==> config.mk <==
export PLATFORM = sky130hd
export DESIGN_NAME = ilirs_cell
export DESIGN_NICKNAME = d
export VERILOG_FILES = /design/src/hdl/ilirs_pkg.sv /design/src/hdl/ilirs_cell.sv
export SDC_FILE = /design/constraint.sdc
export NUM_CORES = 1
export LEC_CHECK = 0
export ABC_AREA = 1
export ABC_CLOCK_PERIOD_IN_PS = 3100
export BUFFER_PORTS_ARGS = -buffer_cell sky130_fd_sc_hd__buf_2
export CAP_MARGIN = 25
export CORE_ASPECT_RATIO = 0.6
export CORE_MARGIN = 2
export CORE_UTILIZATION = 40
export CTS_CLUSTER_DIAMETER = 40
export DETAILED_ROUTE_END_ITERATION = 7
export GPL_TIMING_DRIVEN = 0
export HOLD_SLACK_MARGIN = 0.05
export PLACE_DENSITY = 0.88
export SLEW_MARGIN = 20
export SYNTH_ARGS = -nofsm -noshare
export SYNTH_HDL_FRONTEND = slang
export SYNTH_SLANG_ARGS = --single-unit
==> constraint.sdc <==
create_clock -name i_clk -period 3.1 [get_ports i_clk]
set_input_delay 0.62 -clock i_clk [delete_from_list [all_inputs] [get_ports i_clk]]
set_output_delay 0.62 -clock i_clk [all_outputs]
set_load 0.02 [all_outputs]
==> src/hdl/ilirs_pkg.sv <==
// ----------------------------------------------------------------------------
// ilirs_pkg: shared types for the ordered list
// Holds the operation and status codes and the command that the controller
// broadcasts to every storage cell of the chain.
// ----------------------------------------------------------------------------
package ilirs_pkg;

    localparam int unsigned DATA_W = 32;

    typedef enum logic [3:0] {
        OP_INSERT       = 4'd0,
        OP_APPEND       = 4'd1,
        OP_PREPEND      = 4'd2,
        OP_REMOVE_AT    = 4'd3,
        OP_REMOVE_LAST  = 4'd4,
        OP_REMOVE_FIRST = 4'd5,
        OP_SEARCH       = 4'd6,
        OP_OVERWRITE    = 4'd7,
        OP_READ         = 4'd8
    } t_opcode;

    typedef enum logic [2:0] {
        ST_OK    = 3'd0,
        ST_RANGE = 3'd1,
        ST_EMPTY = 3'd2,
        ST_FULL  = 3'd3,
        ST_MISS  = 3'd4
    } t_status;

    // One command reaches all cells in the same cycle; each cell decides
    // locally by comparing its own index with the target position.
    typedef struct packed {
        logic              ins;        // open a gap at pos and store value
        logic              del;        // close the gap at pos
        logic              wr;         // overwrite the entry at pos
        logic              scan_load;  // copy entries into the scan line
        logic              scan_shift; // move the scan line one cell down
        logic [DATA_W-1:0] value;
    } t_cell_cmd;

endpackage

==> src/hdl/ilirs_cell.sv <==
// ----------------------------------------------------------------------------
// ilirs_cell: one storage cell of the ordered list chain
// Holds one entry and one scan word. Shifts entries up or down with its
// neighbors and passes scan words toward cell zero.
// ----------------------------------------------------------------------------
module ilirs_cell #(
    parameter int IDX = 0,
    parameter int LW  = 9
) (
    input  logic                            i_clk,
    input  ilirs_pkg::t_cell_cmd            i_cmd,
    input  logic [LW-1:0]                   i_pos,
    input  logic [ilirs_pkg::DATA_W-1:0]    i_prev_entry,
    input  logic [ilirs_pkg::DATA_W-1:0]    i_next_entry,
    input  logic [ilirs_pkg::DATA_W-1:0]    i_next_scan,
    output logic [ilirs_pkg::DATA_W-1:0]    o_entry,
    output logic [ilirs_pkg::DATA_W-1:0]    o_scan
);

    localparam logic [LW-1:0] MY_IDX = LW'(IDX);

    logic [ilirs_pkg::DATA_W-1:0] r_entry;
    logic [ilirs_pkg::DATA_W-1:0] n_entry;
    logic [ilirs_pkg::DATA_W-1:0] r_scan;
    logic [ilirs_pkg::DATA_W-1:0] n_scan;
    logic                         at_pos;
    logic                         above_pos;

    assign at_pos    = (MY_IDX == i_pos);
    assign above_pos = (MY_IDX > i_pos);

    always_comb begin
        n_entry = r_entry;
        if (i_cmd.ins) begin
            if (above_pos) begin
                n_entry = i_prev_entry;
            end else if (at_pos) begin
                n_entry = i_cmd.value;
            end
        end else if (i_cmd.del) begin
            if (above_pos || at_pos) begin
                n_entry = i_next_entry;
            end
        end else if (i_cmd.wr && at_pos) begin
            n_entry = i_cmd.value;
        end
    end

    always_comb begin
        n_scan = r_scan;
        if (i_cmd.scan_load) begin
            n_scan = r_entry;
        end else if (i_cmd.scan_shift) begin
            n_scan = i_next_scan;
        end
    end

    always_ff @(posedge i_clk) begin
        r_entry <= n_entry;
        r_scan  <= n_scan;
    end

    assign o_entry = r_entry;
    assign o_scan  = r_scan;

endmodule

# Word level (Yosys, flattened, before mapping)
# Index checks and enable logic that the tools add are counted.
[word_totals] ramBits=0 output_inout_bits=64 ff_bits=64 latch_bits=0 mem_count=0 romBits=0
[classes] n_div=0 n_mul=0 n_shift=0 n_eq_ne=2 n_reduce_logical=6 n_lt_le_gt_ge=1 n_addsub=0 mux=8 bitwise=0
[ops] cell="32-bit 2-to-1 mux" count=8
[ops] cell="1-bit by 9-bit > comparator with 1-bit output (first input constant)" count=1
[ops] cell="9-bit logical NOT" count=1
[ops] cell="3-bit by 1-bit != test with 1-bit output (second input constant)" count=2
[ops] cell="3-bit AND reduction" count=1
[ops] cell="3-bit nonzero test" count=1
[ops] cell="2-bit nonzero test" count=1
[ops] cell="1-bit logical AND" count=1
[ops] cell="1-bit logical OR" count=1

# Logic depth before layout (Yosys ltp)
[logic_depth] ltp_word=5 ltp_mapped=5 depth_no_buf=5

# Worst setup path after synthesis
# No wires, ideal clock.
[synth_timing] path_type="in2reg" start="in i_cmd[35] in the netlist's numbering" end="reg r_entry (netlist bit o_entry[0]), enable pin" t_arrival_ps=2237 setup_slack_ps=441 stages=5 path_buffers=1 cell_sequence="buf_6 -> nor2_1 -> nand2_1 -> nand2_1 -> nor2_1"
[synth_via] elab_chain_len=2 word_cells_on_any_way=3
[synth_rtl] element="start: declaration" line="ilirs_cell.sv:11" text="input ilirs_pkg::t_cell_cmd i_cmd,"
[synth_rtl] element="3-bit by 1-bit != test with 1-bit output (no source line) / 3-bit nonzero test (equally long branches)"
[synth_rtl] element="3-bit AND reduction (no source line) *"
[synth_rtl] element="end signal: assignment" line="ilirs_cell.sv:59" text="r_entry <= n_entry;"
[synth_rtl] element="end: declaration" line="ilirs_cell.sv:22" text="logic [ilirs_pkg::DATA_W-1:0] r_entry;"
# Every way passes the cells marked *; elsewhere a longest branch is shown, timed or not.
# A chain may end at the register's enable or synchronous reset.

# Worst setup path in the final report
[layout_timing] start="in i_pos[7]" end="reg r_entry (netlist bit o_entry[30]), enable pin"
[layout_via] elab_chain_len=4 word_cells_on_any_way=8
[layout_rtl] element="start: declaration" line="ilirs_cell.sv:12" text="input logic [LW-1:0] i_pos,"
[layout_rtl] element="1-bit by 9-bit > comparator with 1-bit output / 9-bit logical NOT (equally long branches)" line="ilirs_cell.sv:30, ilirs_cell.sv:29"
[layout_rtl] element="1-bit logical OR / 1-bit logical AND (equally long branches)" line="ilirs_cell.sv:41, ilirs_cell.sv:44"
[layout_rtl] element="3-bit by 1-bit != test with 1-bit output (no source line) / 3-bit nonzero test (equally long branches)"
[layout_rtl] element="3-bit AND reduction (no source line) *"
# Marked as above.

==> results.md <==
- #FFs+latches synth: 64
- Post-synth ARST share: 0%
- Cell Area, Synth: 2960 um^2
- Register area share after synthesis: 65.0%
- Antenna Nets Post-Route: 0
- First-pass DRT Iterations: 4
- Placed instance area: 3970 um^2
- Worst VDD drop: 0.255 mV
- Minimum clock period: 1.64 ns
- All-layer global routing usage: 20.3%
- CP Max Fanout: 17
- Ys flop type: edfxtp_1
- Final GP Congestion: 0.790
- Most frequent cell after synthesis: nand2_1
- # IOs: 207
- R2R depth: 2
- Worst r2r dst: o_scan[29]
- Final Hold Viols: 0
- Fin cells: 570
- Max-slew headroom: 43.7%
- Sequential cell area: 1920 um^2
- Initial core utilization: 41.0%
- Wire length on met2: 3850 um
- Die area: 8120 um^2
- Final #Nets: 617
- Clk slew on worst S/H paths: 0.05 ns
- Worst Setup SP: i_pos[7]
- Hold_sp: o_entry[10]
- CTS Buffer Depth: 2
- Final HPWL DP: 6210 um
- Die X: 115 um
- Post-route clock skew: 0.00528 ns
- Vias in the first global route: 2505
- DRC viols: 0
- Synth area leader: edfxtp_1
- Area of the multi-input gates: 858 um^2
- R2R Setup Slk: 2.30 ns
- Clock latency on the worst-skew pair: 0.32 ns
- Post-CTS sizing: 0
- CTS tree: done
- Slew Viols, Final: 0
- Synth top cells by count: 153 x nand2_1, 64 x edfxtp_1, 33 x nand3_1
- Final setup fails: 0
- Highest metal used: met4
- Required time worst endpoint: 3.13 ns
- TritonCTS Buffers: 9
- Wirelength per Cell: 14.4 um
- Die height: 70.6 um
- Share of cells above drive strength 1: 45.7%
- Pwr per Cell Area: 531 nW/um^2
- FILL cells: 607
- Endpoint, Worst Hold: o_scan[10]
- H-tree depth: 3
- Row cnt: 24
- LEAKAGE: 2.14 nW
- Initial antenna violation count: 0
- Post-route setup TNS: 0 ns
- Gate Count Post-Synth: 290
- Tcrit/Tclk final: 52.8%
- # port buffers: 172
- CP arrival: 1.66 ns
- Syn. warnings: 0
- Avg Cell Area, Syn: 10.2 um^2
- CP Class: in -> reg
- Cell area after layout: 4260 um^2
- Syn nets: 433
- Worst setup EP type: flip-flop
- Clock sink count: 64
- Iteration-0 DRC Markers: 122
- Post-CTS setup repair buffer count: 0
- Maximum clock rate: 611 MHz
- Worst Hold Path Cells: 2
- Outcome: complete, no violations
- M1 wire length: 3400 um
- Yosys top cell area share: 65.0%
- Overflow after GRT: 0
- CTS Hold Bufs: 0
- Synth top area cells: edfxtp_1 65%, nand2_1 19%, nand3_1 5.6%, buf_6 2.7%, nand2_2 2.1%
- Total Wirelength: 8220 um
- First-pass GRT wire length: 12200 um
- Launch point of the worst reg-to-reg path: o_entry[29]
- Largest net degree at the start of global routing: 33
- Worst-margin pin slew: 0.845 ns
- Vias: 2609
- Core footprint: 7210 um^2
- Area growth from synthesis to layout: 44.0%
- Met3 wire len: 835 um
- Post-synth EDFFs: 64
- Via density: 4.58
- Max_cap viols: 0
- # diodes: 0
- CP Launch Type: primary input
- RSZ-0062 raised after global routing: no
- Post-synth cell types: 13
- Placed Cells: 554
- Worst min path class: reg -> reg
- Root buffer cell: clkbuf_16
==> placed cells by master (no fill, tap or decap), drive strengths merged <==
master and count:
nor2 6, nand2 164, buf 190, clkbuf 11
edfxtp 64, clkinv 4, or2 1, bufinv 1
nand3 33, inv 5
==> worst max-delay path, stage by stage <==
cell and delay (ns):
buf_2 0.09, nor2_1 0.12, nand3_1 0.12, nor2_4 0.48, buf_16 0.22
==> through the flow <==
stage               total power (W)  setup slack [ns]  hold WS [ns]  utilization, %
floorplan                   0.00118             0.441         0.658               -
global placement            0.00130            -0.310         0.528            54.6
detailed placement          0.00131              1.07         0.528            55.1
CTS                         0.00229              1.42         0.544            59.1
global route                0.00235              1.29         0.551            59.1
finish                      0.00226              1.46         0.540            59.1
==> cell families (layout without fill, tap and decap cells) <==
group / after synthesis / after routing / share of synthesized area (%)
DFF: 64 / 64 / 65.0
and+or+nand+nor: 204 / 204 / 28.8
buffers and inverters: 22 / 211 / 6.26
==> how the worst max path moves through the flow <==
stage,to,slack [ns],cells after the start
CTS,o_entry[14],1.42,5
floorplan,o_entry[0],0.44,5
global route,o_entry[30],1.29,5
global placement,o_entry[30],-0.31,4
detailed placement,o_entry[30],1.07,5
finish,o_entry[30],1.46,5
==> power breakdown <==
group	internal [W]	total (W)	switching, W
clock	0.000622	0.000972	0.000350
sequential	0.000997	0.00101	0.00000835
combinational	0.000120	0.000284	0.000165
total	0.00174	0.00226	0.000523
==> final cells by class <==
type	instances	share of cell area (%)
sequential	64	45.1
timing repair buffer	173	20.9
multi-input combinational	204	20.2
clock buffer	11	5.47
buffer	17	3.79
tap	91	2.67
clock inverter	5	1.35
inverter	5	0.558
==> registers in the layout, indices dropped and copies added (netlist names) <==
signal and cells:
o_entry 32, o_scan 32
==> metal layers <==
metal / up-vias / track usage, %
met5: - / 0
met4: 0 / 7.23
met3: 11 / 7.46
met2: 140 / 34.6
met1: 1138 / 23.9
li1: 1320 / -
Note: power is estimated with default switching activity, not from simulation.
